<file path="src/rtl/hbw_pkg.sv">
// Shared types and constants for the heartbeat watchdog block.
// Used by the top level and the millisecond divider; no dependencies.
package hbw_pkg;

   // Field widths of the item and result payloads.
   localparam int KIND_W   = 3;
   localparam int CH_W     = 3;
   localparam int NOW_W    = 52;
   localparam int MS_W     = 32;
   localparam int EV_W     = 1;
   localparam int CFG_W    = 20;
   localparam int CSR_IDX_W = 2;

   // Stream bus widths: channel then now_us, channel_res then elapsed_ms.
   localparam int REQ_TDATA_W = 56;
   localparam int RSP_TDATA_W = 40;

   localparam int CHANNELS_DEFAULT = 8;

   // Time scaling.
   localparam int US_PER_MS   = 1000;
   localparam int SLOW_FACTOR = 7;

   // Wide enough for response_timeout_ms * 7000 microseconds.
   localparam int TMO_W = 33;
   localparam logic [TMO_W-1:0] FAST_US = TMO_W'(US_PER_MS);
   localparam logic [TMO_W-1:0] SLOW_US = TMO_W'(US_PER_MS * SLOW_FACTOR);

   // Register reset values.
   localparam logic [CFG_W-1:0] RESPONSE_TIMEOUT_RESET = CFG_W'(10000);
   localparam logic [CFG_W-1:0] CHECK_INTERVAL_RESET   = CFG_W'(1000);
   localparam logic             SLOW_IMAGE_RESET       = 1'b1;

   typedef enum logic [KIND_W-1:0] {
      KIND_TICK   = 3'd0,
      KIND_REPLY  = 3'd1,
      KIND_PAUSE  = 3'd2,
      KIND_RESUME = 3'd3,
      KIND_STOP   = 3'd4,
      KIND_ADD    = 3'd5
   } kind_type;

   typedef enum logic [CSR_IDX_W-1:0] {
      REG_RESPONSE_TIMEOUT = 2'd0,
      REG_CHECK_INTERVAL   = 2'd1,
      REG_SLOW_IMAGE       = 2'd2
   } reg_index_type;

   localparam logic [EV_W-1:0] EV_PING = 1'b0;
   localparam logic [EV_W-1:0] EV_HANG = 1'b1;

   typedef struct packed {
      logic [CH_W-1:0] channel_res;
      logic [EV_W-1:0] event_res;
      logic [MS_W-1:0] elapsed_ms;
   } result_type;

endpackage

</file>
<file path="src/rtl/hbw_ram.sv">
// Generic single-port-write, single-port-read RAM with a registered read.
// No dependencies; width and depth come from parameters.
module hbw_ram #(
   parameter int WIDTH = 8,
   parameter int DEPTH = 8
) (
   input  logic                                  clock,
   input  logic                                  wr_en,
   input  logic [(DEPTH > 1 ? $clog2(DEPTH) : 1)-1:0] wr_addr,
   input  logic [WIDTH-1:0]                      wr_data,
   input  logic                                  rd_en,
   input  logic [(DEPTH > 1 ? $clog2(DEPTH) : 1)-1:0] rd_addr,
   output logic [WIDTH-1:0]                      rd_data
);

   logic [WIDTH-1:0] mem_ff [DEPTH];
   logic [WIDTH-1:0] rd_data_ff;

   always_ff @(posedge clock) begin
      if (wr_en) begin
         mem_ff[wr_addr] <= wr_data;
      end
      if (rd_en) begin
         rd_data_ff <= mem_ff[rd_addr];
      end
   end

   assign rd_data = rd_data_ff;

endmodule

</file>
<file path="src/rtl/hbw_div.sv">
// Divider by one thousand that turns a microsecond span into saturated
// milliseconds by reciprocal multiplication. Uses hbw_pkg.
module hbw_div (
   input  logic                     clock,
   input  logic                     reset,
   input  logic                     start,
   input  logic [hbw_pkg::NOW_W-1:0] dividend,
   output logic                     done,
   output logic [hbw_pkg::MS_W-1:0]  quotient_ms
);

   localparam int NW    = hbw_pkg::NOW_W;
   localparam int MW    = hbw_pkg::MS_W;
   localparam int YW    = 39;
   localparam int HW    = 20;
   localparam int ACC_W = 4 * HW;
   localparam int SHIFT = 46;
   localparam int STEPS = 4;
   localparam int CNT_W = 3;
   // Ceiling of 2^46 / 125; exact for every dividend / 8 below 2^39.
   localparam logic [2*HW-1:0] RECIP = 40'd562949953422;

   logic [YW-1:0]    y_ff,   y_in;
   logic             sat_ff, sat_in;
   logic [ACC_W-1:0] acc_ff, acc_in;
   logic [CNT_W-1:0] cnt_ff, cnt_in;
   logic             busy_ff, busy_in;
   logic             done_ff, done_in;

   logic [HW-1:0]    op_y;
   logic [HW-1:0]    op_m;
   logic [2*HW-1:0]  part;
   logic [ACC_W-1:0] part_shifted;

   // One 20 by 20 partial product per cycle is added into the accumulator;
   // the quotient is the product of dividend / 8 and the reciprocal of 125.
   always_comb begin
      case (cnt_ff)
         CNT_W'(4): begin
            op_y = y_ff[HW-1:0];
            op_m = RECIP[HW-1:0];
         end
         CNT_W'(3): begin
            op_y = y_ff[HW-1:0];
            op_m = RECIP[2*HW-1:HW];
         end
         CNT_W'(2): begin
            op_y = {1'b0, y_ff[YW-1:HW]};
            op_m = RECIP[HW-1:0];
         end
         default: begin
            op_y = {1'b0, y_ff[YW-1:HW]};
            op_m = RECIP[2*HW-1:HW];
         end
      endcase
      part = (2*HW)'(op_y) * (2*HW)'(op_m);
      case (cnt_ff)
         CNT_W'(4): part_shifted = {(2*HW)'(0), part};
         CNT_W'(1): part_shifted = {part, (2*HW)'(0)};
         default:   part_shifted = {HW'(0), part, HW'(0)};
      endcase

      y_in    = y_ff;
      sat_in  = sat_ff;
      acc_in  = acc_ff;
      cnt_in  = cnt_ff;
      busy_in = busy_ff;
      done_in = 1'b0;
      if (start) begin
         y_in    = dividend[YW+2:3];
         sat_in  = |dividend[NW-1:YW+3];
         acc_in  = '0;
         cnt_in  = CNT_W'(STEPS);
         busy_in = 1'b1;
      end else if (busy_ff) begin
         acc_in = acc_ff + part_shifted;
         cnt_in = cnt_ff - CNT_W'(1);
         if (cnt_ff == CNT_W'(1)) begin
            busy_in = 1'b0;
            done_in = 1'b1;
         end
      end
   end

   always_ff @(posedge clock) begin
      if (reset) begin
         busy_ff <= 1'b0;
         done_ff <= 1'b0;
         cnt_ff  <= '0;
      end else begin
         busy_ff <= busy_in;
         done_ff <= done_in;
         cnt_ff  <= cnt_in;
      end
      y_ff   <= y_in;
      sat_ff <= sat_in;
      acc_ff <= acc_in;
   end

   assign done        = done_ff;
   assign quotient_ms = (sat_ff || acc_ff[SHIFT+MW]) ? '1 : acc_ff[SHIFT+MW-1:SHIFT];

endmodule

</file>
<file path="src/rtl/multi_channel_heartbeat_watchdog.sv">
// Heartbeat watchdog over up to CHANNELS channels; check times live in one RAM.
// Reply, resume, ignored items and adds that do not ping finish in the idle state; a pinging
// add also passes the flush state. Pause and stop sweep a RAM write over every active channel.
// A running tick reads and compares each active channel, pushes a result per ping and runs the
// reciprocal divider per hang; a full result register can stall it. One item at a time.
// Synchronous reset clears flags, pending bits and channel count and loads register defaults.
module multi_channel_heartbeat_watchdog #(
   parameter int CHANNELS = hbw_pkg::CHANNELS_DEFAULT
) (
   input  logic                               clock,
   input  logic                               reset,
   // req_tdata: channel [2:0], now_us [54:3], zero pad [55]
   input  logic                               req_tvalid,
   output logic                               req_tready,
   input  logic [hbw_pkg::REQ_TDATA_W-1:0]    req_tdata,
   // req_tuser: kind [2:0]
   input  logic [hbw_pkg::KIND_W-1:0]         req_tuser,
   // rsp_tdata: channel_res [2:0], elapsed_ms [34:3], zero pad [39:35]
   output logic                               rsp_tvalid,
   input  logic                               rsp_tready,
   output logic [hbw_pkg::RSP_TDATA_W-1:0]    rsp_tdata,
   // rsp_tuser: event_res [0]
   output logic [hbw_pkg::EV_W-1:0]           rsp_tuser,
   output logic                               rsp_tlast,
   input  logic                               csr_valid,
   output logic                               csr_ready,
   input  logic [hbw_pkg::CSR_IDX_W-1:0]      csr_index,
   input  logic [hbw_pkg::CFG_W-1:0]          csr_data
);

   localparam int IW    = (CHANNELS > 1) ? $clog2(CHANNELS) : 1;
   localparam int CNT_W = $clog2(CHANNELS + 1);
   localparam int NW    = hbw_pkg::NOW_W;
   localparam int TW    = hbw_pkg::TMO_W;
   localparam int CW    = hbw_pkg::CH_W;

   typedef enum logic [2:0] {
      ST_IDLE,
      ST_SWEEP,
      ST_READ,
      ST_EVAL,
      ST_DIV,
      ST_PUSH,
      ST_FLUSH
   } state_type;

   state_type state_ff, state_in;

   logic [CNT_W-1:0]         in_use_ff, in_use_in;
   logic                     paused_ff, paused_in;
   logic                     stopped_ff, stopped_in;
   logic [CHANNELS-1:0]      pending_ff, pending_in;
   logic [IW-1:0]            idx_ff, idx_in;
   logic [NW-1:0]            now_ff, now_in;
   logic [TW-1:0]            tmo_ff, tmo_in;
   logic [TW-1:0]            ivl_ff, ivl_in;
   logic [hbw_pkg::CFG_W-1:0] cfg_resp_ff, cfg_resp_in;
   logic [hbw_pkg::CFG_W-1:0] cfg_ivl_ff, cfg_ivl_in;
   logic                     cfg_slow_ff, cfg_slow_in;
   logic                     hold_valid_ff, hold_valid_in;
   hbw_pkg::result_type      hold_ff, hold_in;
   hbw_pkg::result_type      new_ff, new_in;
   logic                     rsp_valid_ff, rsp_valid_in;
   hbw_pkg::result_type      rsp_res_ff, rsp_res_in;
   logic                     rsp_last_ff, rsp_last_in;

   logic                     ram_we;
   logic [IW-1:0]            ram_waddr;
   logic [NW-1:0]            ram_wdata;
   logic                     ram_re;
   logic [NW-1:0]            ram_rdata;

   logic                     div_start;
   logic [NW-1:0]            div_dividend;
   logic                     div_done;
   logic [hbw_pkg::MS_W-1:0] div_ms;

   logic                     out_free;
   logic                     last_ch;
   logic                     hang;
   logic                     ping;
   logic                     add_active;
   logic [CW-1:0]            req_channel;
   logic [NW-1:0]            req_now;
   hbw_pkg::kind_type        req_kind;

   assign req_channel = req_tdata[CW-1:0];
   assign req_now     = req_tdata[CW+NW-1:CW];
   assign req_kind    = hbw_pkg::kind_type'(req_tuser);

   assign out_free   = !rsp_valid_ff || rsp_tready;
   assign last_ch    = (CNT_W'(idx_ff) + CNT_W'(1)) == in_use_ff;
   assign add_active = !paused_ff && !stopped_ff;

   // A RAM entry is read once per sweep and written back only after its own
   // read, so no two accesses to one entry overlap.
   assign hang = pending_ff[idx_ff] &&
                 ({1'b0, now_ff} > ({1'b0, ram_rdata} + (NW + 1)'(tmo_ff)));
   assign ping = !pending_ff[idx_ff] &&
                 ({1'b0, now_ff} > ({1'b0, ram_rdata} + (NW + 1)'(ivl_ff)));

   always_comb begin
      state_in      = state_ff;
      in_use_in     = in_use_ff;
      paused_in     = paused_ff;
      stopped_in    = stopped_ff;
      pending_in    = pending_ff;
      idx_in        = idx_ff;
      now_in        = now_ff;
      tmo_in        = tmo_ff;
      ivl_in        = ivl_ff;
      cfg_resp_in   = cfg_resp_ff;
      cfg_ivl_in    = cfg_ivl_ff;
      cfg_slow_in   = cfg_slow_ff;
      hold_valid_in = hold_valid_ff;
      hold_in       = hold_ff;
      new_in        = new_ff;
      rsp_valid_in  = rsp_valid_ff && !rsp_tready;
      rsp_res_in    = rsp_res_ff;
      rsp_last_in   = rsp_last_ff;
      ram_we        = 1'b0;
      ram_waddr     = idx_ff;
      ram_wdata     = now_ff;
      ram_re        = 1'b0;
      div_start     = 1'b0;
      div_dividend  = now_ff - ram_rdata;

      case (state_ff)
         ST_IDLE: begin
            if (req_tvalid) begin
               now_in = req_now;
               idx_in = '0;
               tmo_in = cfg_slow_ff ? TW'(cfg_resp_ff) * hbw_pkg::SLOW_US
                                    : TW'(cfg_resp_ff) * hbw_pkg::FAST_US;
               ivl_in = TW'(cfg_ivl_ff) * hbw_pkg::FAST_US;
               case (req_kind)
                  hbw_pkg::KIND_TICK: begin
                     if (add_active && in_use_ff != '0) begin
                        state_in = ST_READ;
                     end
                  end
                  hbw_pkg::KIND_REPLY: begin
                     if (32'(req_channel) < 32'(in_use_ff)) begin
                        pending_in[IW'(req_channel)] = 1'b0;
                     end
                  end
                  hbw_pkg::KIND_PAUSE: begin
                     paused_in  = 1'b1;
                     pending_in = '0;
                     if (in_use_ff != '0) begin
                        state_in = ST_SWEEP;
                     end
                  end
                  hbw_pkg::KIND_RESUME: begin
                     paused_in = 1'b0;
                  end
                  hbw_pkg::KIND_STOP: begin
                     stopped_in = 1'b1;
                     pending_in = '0;
                     if (in_use_ff != '0) begin
                        state_in = ST_SWEEP;
                     end
                  end
                  hbw_pkg::KIND_ADD: begin
                     if (32'(in_use_ff) < CHANNELS) begin
                        in_use_in = in_use_ff + CNT_W'(1);
                        ram_we    = 1'b1;
                        ram_waddr = IW'(in_use_ff);
                        ram_wdata = add_active ? req_now : '0;
                        pending_in[IW'(in_use_ff)] = add_active;
                        if (add_active) begin
                           hold_valid_in       = 1'b1;
                           hold_in.channel_res = CW'(in_use_ff);
                           hold_in.event_res   = hbw_pkg::EV_PING;
                           hold_in.elapsed_ms  = '0;
                           state_in            = ST_FLUSH;
                        end
                     end
                  end
                  default: begin
                  end
               endcase
            end
         end

         ST_SWEEP: begin
            ram_we = 1'b1;
            if (last_ch) begin
               state_in = ST_IDLE;
            end else begin
               idx_in = idx_ff + IW'(1);
            end
         end

         ST_READ: begin
            ram_re   = 1'b1;
            state_in = ST_EVAL;
         end

         ST_EVAL: begin
            if (hang) begin
               div_start          = 1'b1;
               new_in.channel_res = CW'(idx_ff);
               new_in.event_res   = hbw_pkg::EV_HANG;
               new_in.elapsed_ms  = '0;
               state_in           = ST_DIV;
            end else if (ping) begin
               ram_we              = 1'b1;
               pending_in[idx_ff]  = 1'b1;
               new_in.channel_res  = CW'(idx_ff);
               new_in.event_res    = hbw_pkg::EV_PING;
               new_in.elapsed_ms   = '0;
               state_in            = ST_PUSH;
            end else if (last_ch) begin
               state_in = ST_FLUSH;
            end else begin
               idx_in   = idx_ff + IW'(1);
               state_in = ST_READ;
            end
         end

         ST_DIV: begin
            if (div_done) begin
               new_in.elapsed_ms = div_ms;
               state_in          = ST_PUSH;
            end
         end

         // One result is held back so that the final one of a tick can be
         // marked as last once the sweep is over.
         ST_PUSH: begin
            if (!hold_valid_ff || out_free) begin
               if (hold_valid_ff) begin
                  rsp_valid_in = 1'b1;
                  rsp_res_in   = hold_ff;
                  rsp_last_in  = 1'b0;
               end
               hold_in       = new_ff;
               hold_valid_in = 1'b1;
               if (last_ch) begin
                  state_in = ST_FLUSH;
               end else begin
                  idx_in   = idx_ff + IW'(1);
                  state_in = ST_READ;
               end
            end
         end

         ST_FLUSH: begin
            if (!hold_valid_ff) begin
               state_in = ST_IDLE;
            end else if (out_free) begin
               rsp_valid_in  = 1'b1;
               rsp_res_in    = hold_ff;
               rsp_last_in   = 1'b1;
               hold_valid_in = 1'b0;
               state_in      = ST_IDLE;
            end
         end

         default: begin
            state_in = ST_IDLE;
         end
      endcase

      if (csr_valid) begin
         case (hbw_pkg::reg_index_type'(csr_index))
            hbw_pkg::REG_RESPONSE_TIMEOUT: cfg_resp_in = csr_data;
            hbw_pkg::REG_CHECK_INTERVAL:   cfg_ivl_in  = csr_data;
            hbw_pkg::REG_SLOW_IMAGE:       cfg_slow_in = csr_data[0];
            default: begin
            end
         endcase
      end
   end

   always_ff @(posedge clock) begin
      if (reset) begin
         state_ff      <= ST_IDLE;
         in_use_ff     <= '0;
         paused_ff     <= 1'b0;
         stopped_ff    <= 1'b0;
         pending_ff    <= '0;
         cfg_resp_ff   <= hbw_pkg::RESPONSE_TIMEOUT_RESET;
         cfg_ivl_ff    <= hbw_pkg::CHECK_INTERVAL_RESET;
         cfg_slow_ff   <= hbw_pkg::SLOW_IMAGE_RESET;
         hold_valid_ff <= 1'b0;
         rsp_valid_ff  <= 1'b0;
      end else begin
         state_ff      <= state_in;
         in_use_ff     <= in_use_in;
         paused_ff     <= paused_in;
         stopped_ff    <= stopped_in;
         pending_ff    <= pending_in;
         cfg_resp_ff   <= cfg_resp_in;
         cfg_ivl_ff    <= cfg_ivl_in;
         cfg_slow_ff   <= cfg_slow_in;
         hold_valid_ff <= hold_valid_in;
         rsp_valid_ff  <= rsp_valid_in;
      end
      idx_ff      <= idx_in;
      now_ff      <= now_in;
      tmo_ff      <= tmo_in;
      ivl_ff      <= ivl_in;
      hold_ff     <= hold_in;
      new_ff      <= new_in;
      rsp_res_ff  <= rsp_res_in;
      rsp_last_ff <= rsp_last_in;
   end

   hbw_ram #(
      .WIDTH (NW),
      .DEPTH (CHANNELS)
   ) u_check_time_ram (
      .clock   (clock),
      .wr_en   (ram_we),
      .wr_addr (ram_waddr),
      .wr_data (ram_wdata),
      .rd_en   (ram_re),
      .rd_addr (idx_ff),
      .rd_data (ram_rdata)
   );

   hbw_div u_ms_div (
      .clock       (clock),
      .reset       (reset),
      .start       (div_start),
      .dividend    (div_dividend),
      .done        (div_done),
      .quotient_ms (div_ms)
   );

   assign req_tready = (state_ff == ST_IDLE);
   assign csr_ready  = 1'b1;
   assign rsp_tvalid = rsp_valid_ff;
   assign rsp_tdata  = {(hbw_pkg::RSP_TDATA_W - CW - hbw_pkg::MS_W)'(0),
                        rsp_res_ff.elapsed_ms, rsp_res_ff.channel_res};
   assign rsp_tuser  = rsp_res_ff.event_res;
   assign rsp_tlast  = rsp_last_ff;

endmodule

</file>
<file path="config.mk">
export PLATFORM = sky130hd
export DESIGN_NAME = multi_channel_heartbeat_watchdog
export DESIGN_NICKNAME = d
export VERILOG_FILES = /design/src/rtl/hbw_pkg.sv /design/src/rtl/hbw_ram.sv /design/src/rtl/hbw_div.sv /design/src/rtl/multi_channel_heartbeat_watchdog.sv
export SDC_FILE = /design/constraint.sdc
export NUM_CORES = 2
export LEC_CHECK = 0
export BUFFER_PORTS_ARGS = -buffer_cell sky130_fd_sc_hd__clkbuf_2
export CAP_MARGIN = 5
export CORE_ASPECT_RATIO = 1.75
export CORE_UTILIZATION = 45
export CTS_CLUSTER_DIAMETER = 50
export CTS_CLUSTER_SIZE = 28
export DETAILED_ROUTE_END_ITERATION = 8
export PLACE_DENSITY_LB_ADDON = 0.25
export SETUP_SLACK_MARGIN = 0.4
export SYNTH_ARGS = -nofsm -noshare
export SYNTH_HDL_FRONTEND = slang
export SYNTH_SLANG_ARGS = --single-unit
</file>
<file path="constraint.sdc">
create_clock -name clock -period 14.85 [get_ports clock]
set_input_delay 1.485 -clock clock [delete_from_list [all_inputs] [get_ports clock]]
set_output_delay 1.485 -clock clock [all_outputs]
set_load 0.05 [all_outputs]
</file>
Word-level counts from Yosys, hierarchy flattened
Memories as Yosys holds them, arrays and structs flattened. A register that Yosys moved wholly into a read port is not among the register bits.
Cells that the tools add are included.
{"block": "word_totals", "reg_bits": 409, "input_bits": 86, "ram_bits": 416, "n_memories": 1, "word_cells": 252}
{"memory": "u_check_time_ram.mem_ff", "words": 8, "width": 52, "rd": 1, "rd_ports_with_merged_regs": 1, "wr": 1, "line": "hbw_ram.sv:16", "source": "logic [WIDTH-1:0] mem_ff [DEPTH];"}
{"block": "op_classes", "mul": 4, "addsub": 8, "magnitude_cmp": 10, "reduce_logical": 51, "bitwise_logic": 4, "eq_ne": 40, "mux": 102}
{"operator": "$mux W36", "n": 11}
{"operator": "$mux W52", "n": 5}
{"operator": "$pmux W80 S2", "n": 1}
{"operator": "$pmux W36 S2", "n": 2}
{"operator": "$gt A52 B53 Y1", "n": 2}
{"operator": "$add A80 B80 Y80", "n": 1}
{"operator": "$mux W3", "n": 24}
{"operator": "$mux W32", "n": 2}
{"operator": "$pmux W32 S2", "n": 1}
{"operator": "$mul A20 B7 Y27 const B", "n": 2}
{"operator": "$add A52 B30 Y53", "n": 1}
{"operator": "$add A52 B33 Y53", "n": 1}
{"operator": "$sub A52 B52 Y52", "n": 1}
{"operator": "$mul A20 B20 Y40", "n": 1}
{"operator": "$mux W8", "n": 5}
{"operator": "$mux W1", "n": 33}
{"operator": "$mul A20 B10 Y30 const B", "n": 1}
{"operator": "$mux W30", "n": 1}
{"operator": "$pmux W8 S3", "n": 1}
{"operator": "$pmux W3 S7", "n": 1}
{"operator": "$mux W20", "n": 1}
{"operator": "$mux W19", "n": 1}
{"operator": "$eq A3 B2 Y1 const B", "n": 6}
{"operator": "$eq A3 B3 Y1 const B", "n": 6}
{"operator": "47 further kinds", "n": 108}

Logic depth before layout (Yosys ltp)
{"block": "logic_depth", "word_depth": 10, "ltp_mapped": 51, "depth_no_buf": 49}

Cells and area by module
From an unflattened synthesis, not the netlist that was laid out.
{"block": "unflattened", "hier_cells": 5874, "area_unflattened_um2": 65861.9}
{"mod": "multi_channel_heartbeat_watchdog", "seq_area_each_um2": 7837.5, "n_inst": 1, "cells_per_inst": 3052, "area_each_um2": 29529.6}
{"mod": "hbw_div", "seq_area_each_um2": 2862.7, "n_inst": 1, "cells_per_inst": 2155, "area_each_um2": 19070.8}
{"mod": "hbw_ram", "seq_area_each_um2": 14053.5, "n_inst": 1, "cells_per_inst": 667, "area_each_um2": 17261.6}

Least setup slack after synthesis
No wires, ideal clock.
{"block": "synth_path", "path_kind": "register -> register", "startpoint": "reg u_ms_div.cnt_ff[0]", "endpoint": "reg u_ms_div.acc_ff[72]", "stages_incl_launch_ff": 41, "synth_period_minus_slack_ns": 10.784, "t_arrival_ns": 10.660, "t_required_ns": 14.726, "setup_time_ns": 0.124, "n_path_buf": 2, "path_slack_ns": 4.066, "cell_sequence": "dfxtp_1 -> inv_1 -> ha_1 -> and2_0 -> a21oi_1 -> buf_2 -> buf_1 -> mux2i_1 -> nor2_1 -> fa_1 -> fa_1 -> inv_1 -> fa_1 -> inv_1 -> fa_1 -> fa_1 -> fa_1 -> ha_1 -> [5 not listed] -> o21ai_0 -> a21o_1 -> a21oi_1 -> xor2_1 -> o22ai_1 -> ha_1 -> nand2_1 -> nor3_2 -> nand2_1 -> a211o_1 -> o2111a_1 -> o31ai_4 -> a31oi_2 -> a211o_1 -> o31ai_4 -> a2bb2oi_1 -> mux2i_1 -> nand3_1"}
{"block": "synth_between", "elab_chain_cells": 6, "word_cells_on_any_way": 11, "classes_between": "1 x add/sub; 1 x mul; 4 x eq/ne; 3 x mux; 2 x reduce/logical"}
{"element": "start, declared", "line": "hbw_div.sv:26", "source": "logic [CNT_W-1:0] cnt_ff, cnt_in;"}
{"element": "start signal, assigned", "line": "hbw_div.sv:93", "source": "cnt_ff <= cnt_in;"}
{"element": "$eq A3 B2 Y1 / $eq A3 B3 Y1 (equally long branches)", "line": "hbw_div.sv:38, hbw_div.sv:57"}
{"element": "$reduce_or A2 Y1 (no line)"}
{"element": "$mux W20 / $mux W19 (equally long branches)", "line": "hbw_div.sv:38", "source": "case (cnt_ff)"}
{"element": "$mul A20 B20 Y40", "line": "hbw_div.sv:56", "source": "part = (2*HW)'(op_y) * (2*HW)'(op_m);"}
{"element": "$pmux W80 S2 (*)", "line": "hbw_div.sv:57", "source": "case (cnt_ff)"}
{"element": "$add A80 B80 Y80 (*)", "line": "hbw_div.sv:76", "source": "acc_in = acc_ff + part_shifted;"}
{"element": "end signal, assigned", "line": "hbw_div.sv:97", "source": "acc_ff <= acc_in;"}
{"element": "end, declared", "line": "hbw_div.sv:25", "source": "logic [ACC_W-1:0] acc_ff, acc_in;"}
Mark *: on every way between the ends. The rest lies on a longest branch, timed or not.
A chain may end at the register's enable or synchronous reset.

Worst setup path in the final report
Same ends and word-level chain as after synthesis.

==> flow_metrics.tcl <==
set metrics [dict create \
    min-delay-start "hold_ff[19]$_SDFFCE_PN0P_" \
    port_buffers 123 \
    reg2reg_slack_ns 1.43 \
    seq_area_sq_um 24800 \
    worst_pin_slew_ns 1.10 \
    first_iter_violations 2752 \
    vdd_drop_max_mv 0.185 \
    first_global_vias 47900 \
    via_per_inst 5.77 \
    clk_latency_ns 0.72 \
    r2r-start "u_ms_div.cnt_ff[0]$_SDFFE_PP0P_" \
    nets 7256 \
    crit_slowest_cell "o41ai_1" \
    drc 0 \
    syn_area_sq_um 64700 \
    reg2regPathDepth 42 \
    avgSynthCellArea_sq_um 10.8 \
    die_area_sq_um 145000 \
    postCtsResizedCells 0 \
    gp_congestion 1.00 \
    instances_no_fill 7956 \
    area_delta_synth_final_pct 8.68 \
    grt_util_all_layers_pct 26.7 \
    cp_max_fo 13 \
    synth_area_leaders "edfxtp_1 (34%), ha_1 (14%), fa_1 (13%)" \
    synth_top_cell_area_share_pct 33.8 \
    maxCapViolations 0 \
    synth_edf_count 729 \
    antenna_found_initial 5 \
    worstPathRequired_ns 15.47 \
    drtAntennaViolNets 0 \
    cts_buffer_depth 3 \
    endpoint_kind "flip-flop" \
    hold_end "rsp_tdata[22]$_DFFE_PP_" \
    grt_pass1_wl_mm 287 \
    period_share_pct 90.3 \
    drive_gt1_share_pct 6.73 \
    num_vias 45900 \
    hold_depth 0 \
    status "finished clean" \
    rsz0062_at_grt "no" \
    leakagePower_nw 30.6 \
    skew_ns 0.0588 \
    cts_setup_buffers 0 \
    overflow 0 \
    worstSetupStartpointType "flip-flop" \
    setup_tns_ns 0 \
    start_util_pct 45.4 \
    relSlewSlack_pct 25.4 \
    arrival_ns 14.04 \
    whs_ns 0.409 \
    cts_tree "done" \
    yosys.cell_count.top_type "edfxtp_1" \
    die_w_um 289 \
    place_inst 7822 \
    cts.sinks 872 \
    worstSetupPathType "reg2reg" \
    cts_max_level 3 \
    p_per_area_nw_per_um2 227 \
    drt-pass1-iter-count 6 \
    drt_wl_total_mm 191 \
    ys_seq_area_share_pct 38.3 \
    report.final.slew_viol_count 0 \
    die_h_um 503 \
    synth.largest_area_cell "edfxtp_1" \
    hp-class "reg2reg" \
    num_rows 183 \
    regToRegEndpoint "u_ms_div.acc_ff[72]$_SDFFE_PP0P_" \
    synth_seq_cells 872 \
    clk_pin_slew_ns 0.11 \
    pin_count 131 \
    ys_types 94 \
    fill_cells 13000 \
    grt_max_degree 94 \
    netlist_instances 5974 \
    root_buffer "clkbuf_16" \
    hold_buffers 0 \
    setup_violations 0 \
    wl_per_cell_um 24.1 \
    period_minus_slack_ns 13.42 \
    ys.flop_type "edfxtp_1" \
    yosysWarningCount 0 \
    hold_viol 0 \
    hpwl_mm 147 \
    finalPower_mw 16.0 \
    core-area_sq_um 142000 \
    max_freq_mhz 74.5 \
    ys_top_cells_by_count "edfxtp_1 (729), ha_1 (703), inv_1 (584)" \
    multi_input_area_sq_um 37200 \
    async_flop_share_pct 0 \
    cts_buffers 72 \
    critPathMaxStageDelay_ns 0.89 \
]
[logic make-up (layout without fill, tap and decap cells)]
family / count (synthesis) / in the layout / synth area share [%]
flip-flops: 872 / 872 / 38.3
XOR/XNOR: 321 / 321 / 4.35
AND/OR/NAND/NOR: 1422 / 1422 / 10.3
multiplexers: 185 / 185 / 2.97
other: 2 / 25 / 0.0116
AO/OA/AOI/OAI: 1270 / 1270 / 12.9
buffers and inverters: 778 / 887 / 4.60
adder cells (fa/ha/maj): 1124 / 1124 / 26.6
[worst max path at each step]
stage,from,endpoint
5_1_grt,u_ms_div.cnt_ff[0]$_SDFFE_PP0P_,u_ms_div.acc_ff[72]$_SDFFE_PP0P_
4_1_cts,u_ms_div.cnt_ff[0]$_SDFFE_PP0P_,u_ms_div.acc_ff[72]$_SDFFE_PP0P_
6_report,u_ms_div.cnt_ff[0]$_SDFFE_PP0P_,u_ms_div.acc_ff[72]$_SDFFE_PP0P_
3_3_place_gp,u_ms_div.cnt_ff[0]$_SDFFE_PP0P_,u_ms_div.acc_ff[72]$_SDFFE_PP0P_
2_1_floorplan,u_ms_div.cnt_ff[0]$_SDFFE_PP0P_,u_ms_div.acc_ff[72]$_SDFFE_PP0P_
3_5_place_dp,u_ms_div.cnt_ff[0]$_SDFFE_PP0P_,u_ms_div.acc_ff[72]$_SDFFE_PP0P_
[area by class of cell]
type	count	area share, %
multi-input cells	4345	53.0
flip-flops and latches	872	35.2
well taps	1850	3.29
inverters	585	3.13
clock buffers	76	2.65
repair buffers	170	1.41
clock inverters	56	1.29
diodes	2	0.00712
[cell usage in the layout (no fill, tap or decap), drive strengths merged, types with 15 or more instances in the layout]
master and n:
xor2 120, o21a 75, o21bai 44, buf 47, a22o 32, fa 421, nor3 74, nor2b 42
conb 23, nand3b 17, a21oi 382, o21ai 180, or3 19, o22ai 44, o211ai 17, o31ai 20
xnor2 201, inv 614, a211oi 30, a22oi 92, nand3 141, edfxtp 729, nand2b 56, clkinv 23
clkbuf 199, nand2 411, and2 22, a21boi 15, mux2 36, and3 66, a31oi 37, nand4 75
mux2i 147, dfxtp 143, a21o 192, ha 703, or2 19, nor2 435, a221oi 20
[critical path, delay by kind of cell (launching register included)]
kind	cells	cell delay, ns
AO/OA/AOI/OAI	18	5.12
XOR/XNOR	2	0.41
adder cells (fa/ha/maj)	10	4.17
buffers and inverters	4	0.82
flip-flops	1	0.41
multiplexers	2	0.78
AND/OR/NAND/NOR	6	1.62
[per-stage QoR]
stage	area (sq um)	setup slack [ns]	utilization [%]
floorplan	64700	4.07	-
global placement	67500	1.61	47.4
detailed placement	67500	1.51	47.4
CTS	70300	1.45	49.3
global route	70300	0.850	49.3
finish	70300	1.43	49.3
[registers in the layout, indices dropped and copies added (netlist names), 3 cells and up]
| signal | flops |
|---|---|
| cfg_ivl_ff | 20 |
| rsp_tdata | 35 |
| now_ff | 52 |
| state_ff | 3 |
| pending_ff | 8 |
| idx_ff | 3 |
| hold_ff | 36 |
| new_ff | 36 |
| u_check_time_ram.mem_ff | 416 |
| u_ms_div.cnt_ff | 3 |
| cfg_resp_ff | 20 |
| tmo_ff | 30 |
| u_check_time_ram.rd_data | 52 |
| u_ms_div.y_ff | 39 |
| ivl_ff | 27 |
| u_ms_div.acc_ff | 78 |
| in_use_ff | 4 |
[routing by layer]
metal	global-route usage (%)	part of all wire, %	vias up
li1	-	-	21400
met1	26.9	34	22700
met2	49.7	53	1313
met3	3.12	4.5	513
met4	20.0	8.6	6
met5	0	0.021	-
[where the power goes]
part	switching [mW]	internal (mW)	leakage, nW
Clock	1.12	1.06	1.32
Combinational	6.35	3.70	21.4
Sequential	0.433	3.30	7.86
Total	7.91	8.06	30.6
Note: power is estimated with default switching activity, not from simulation.
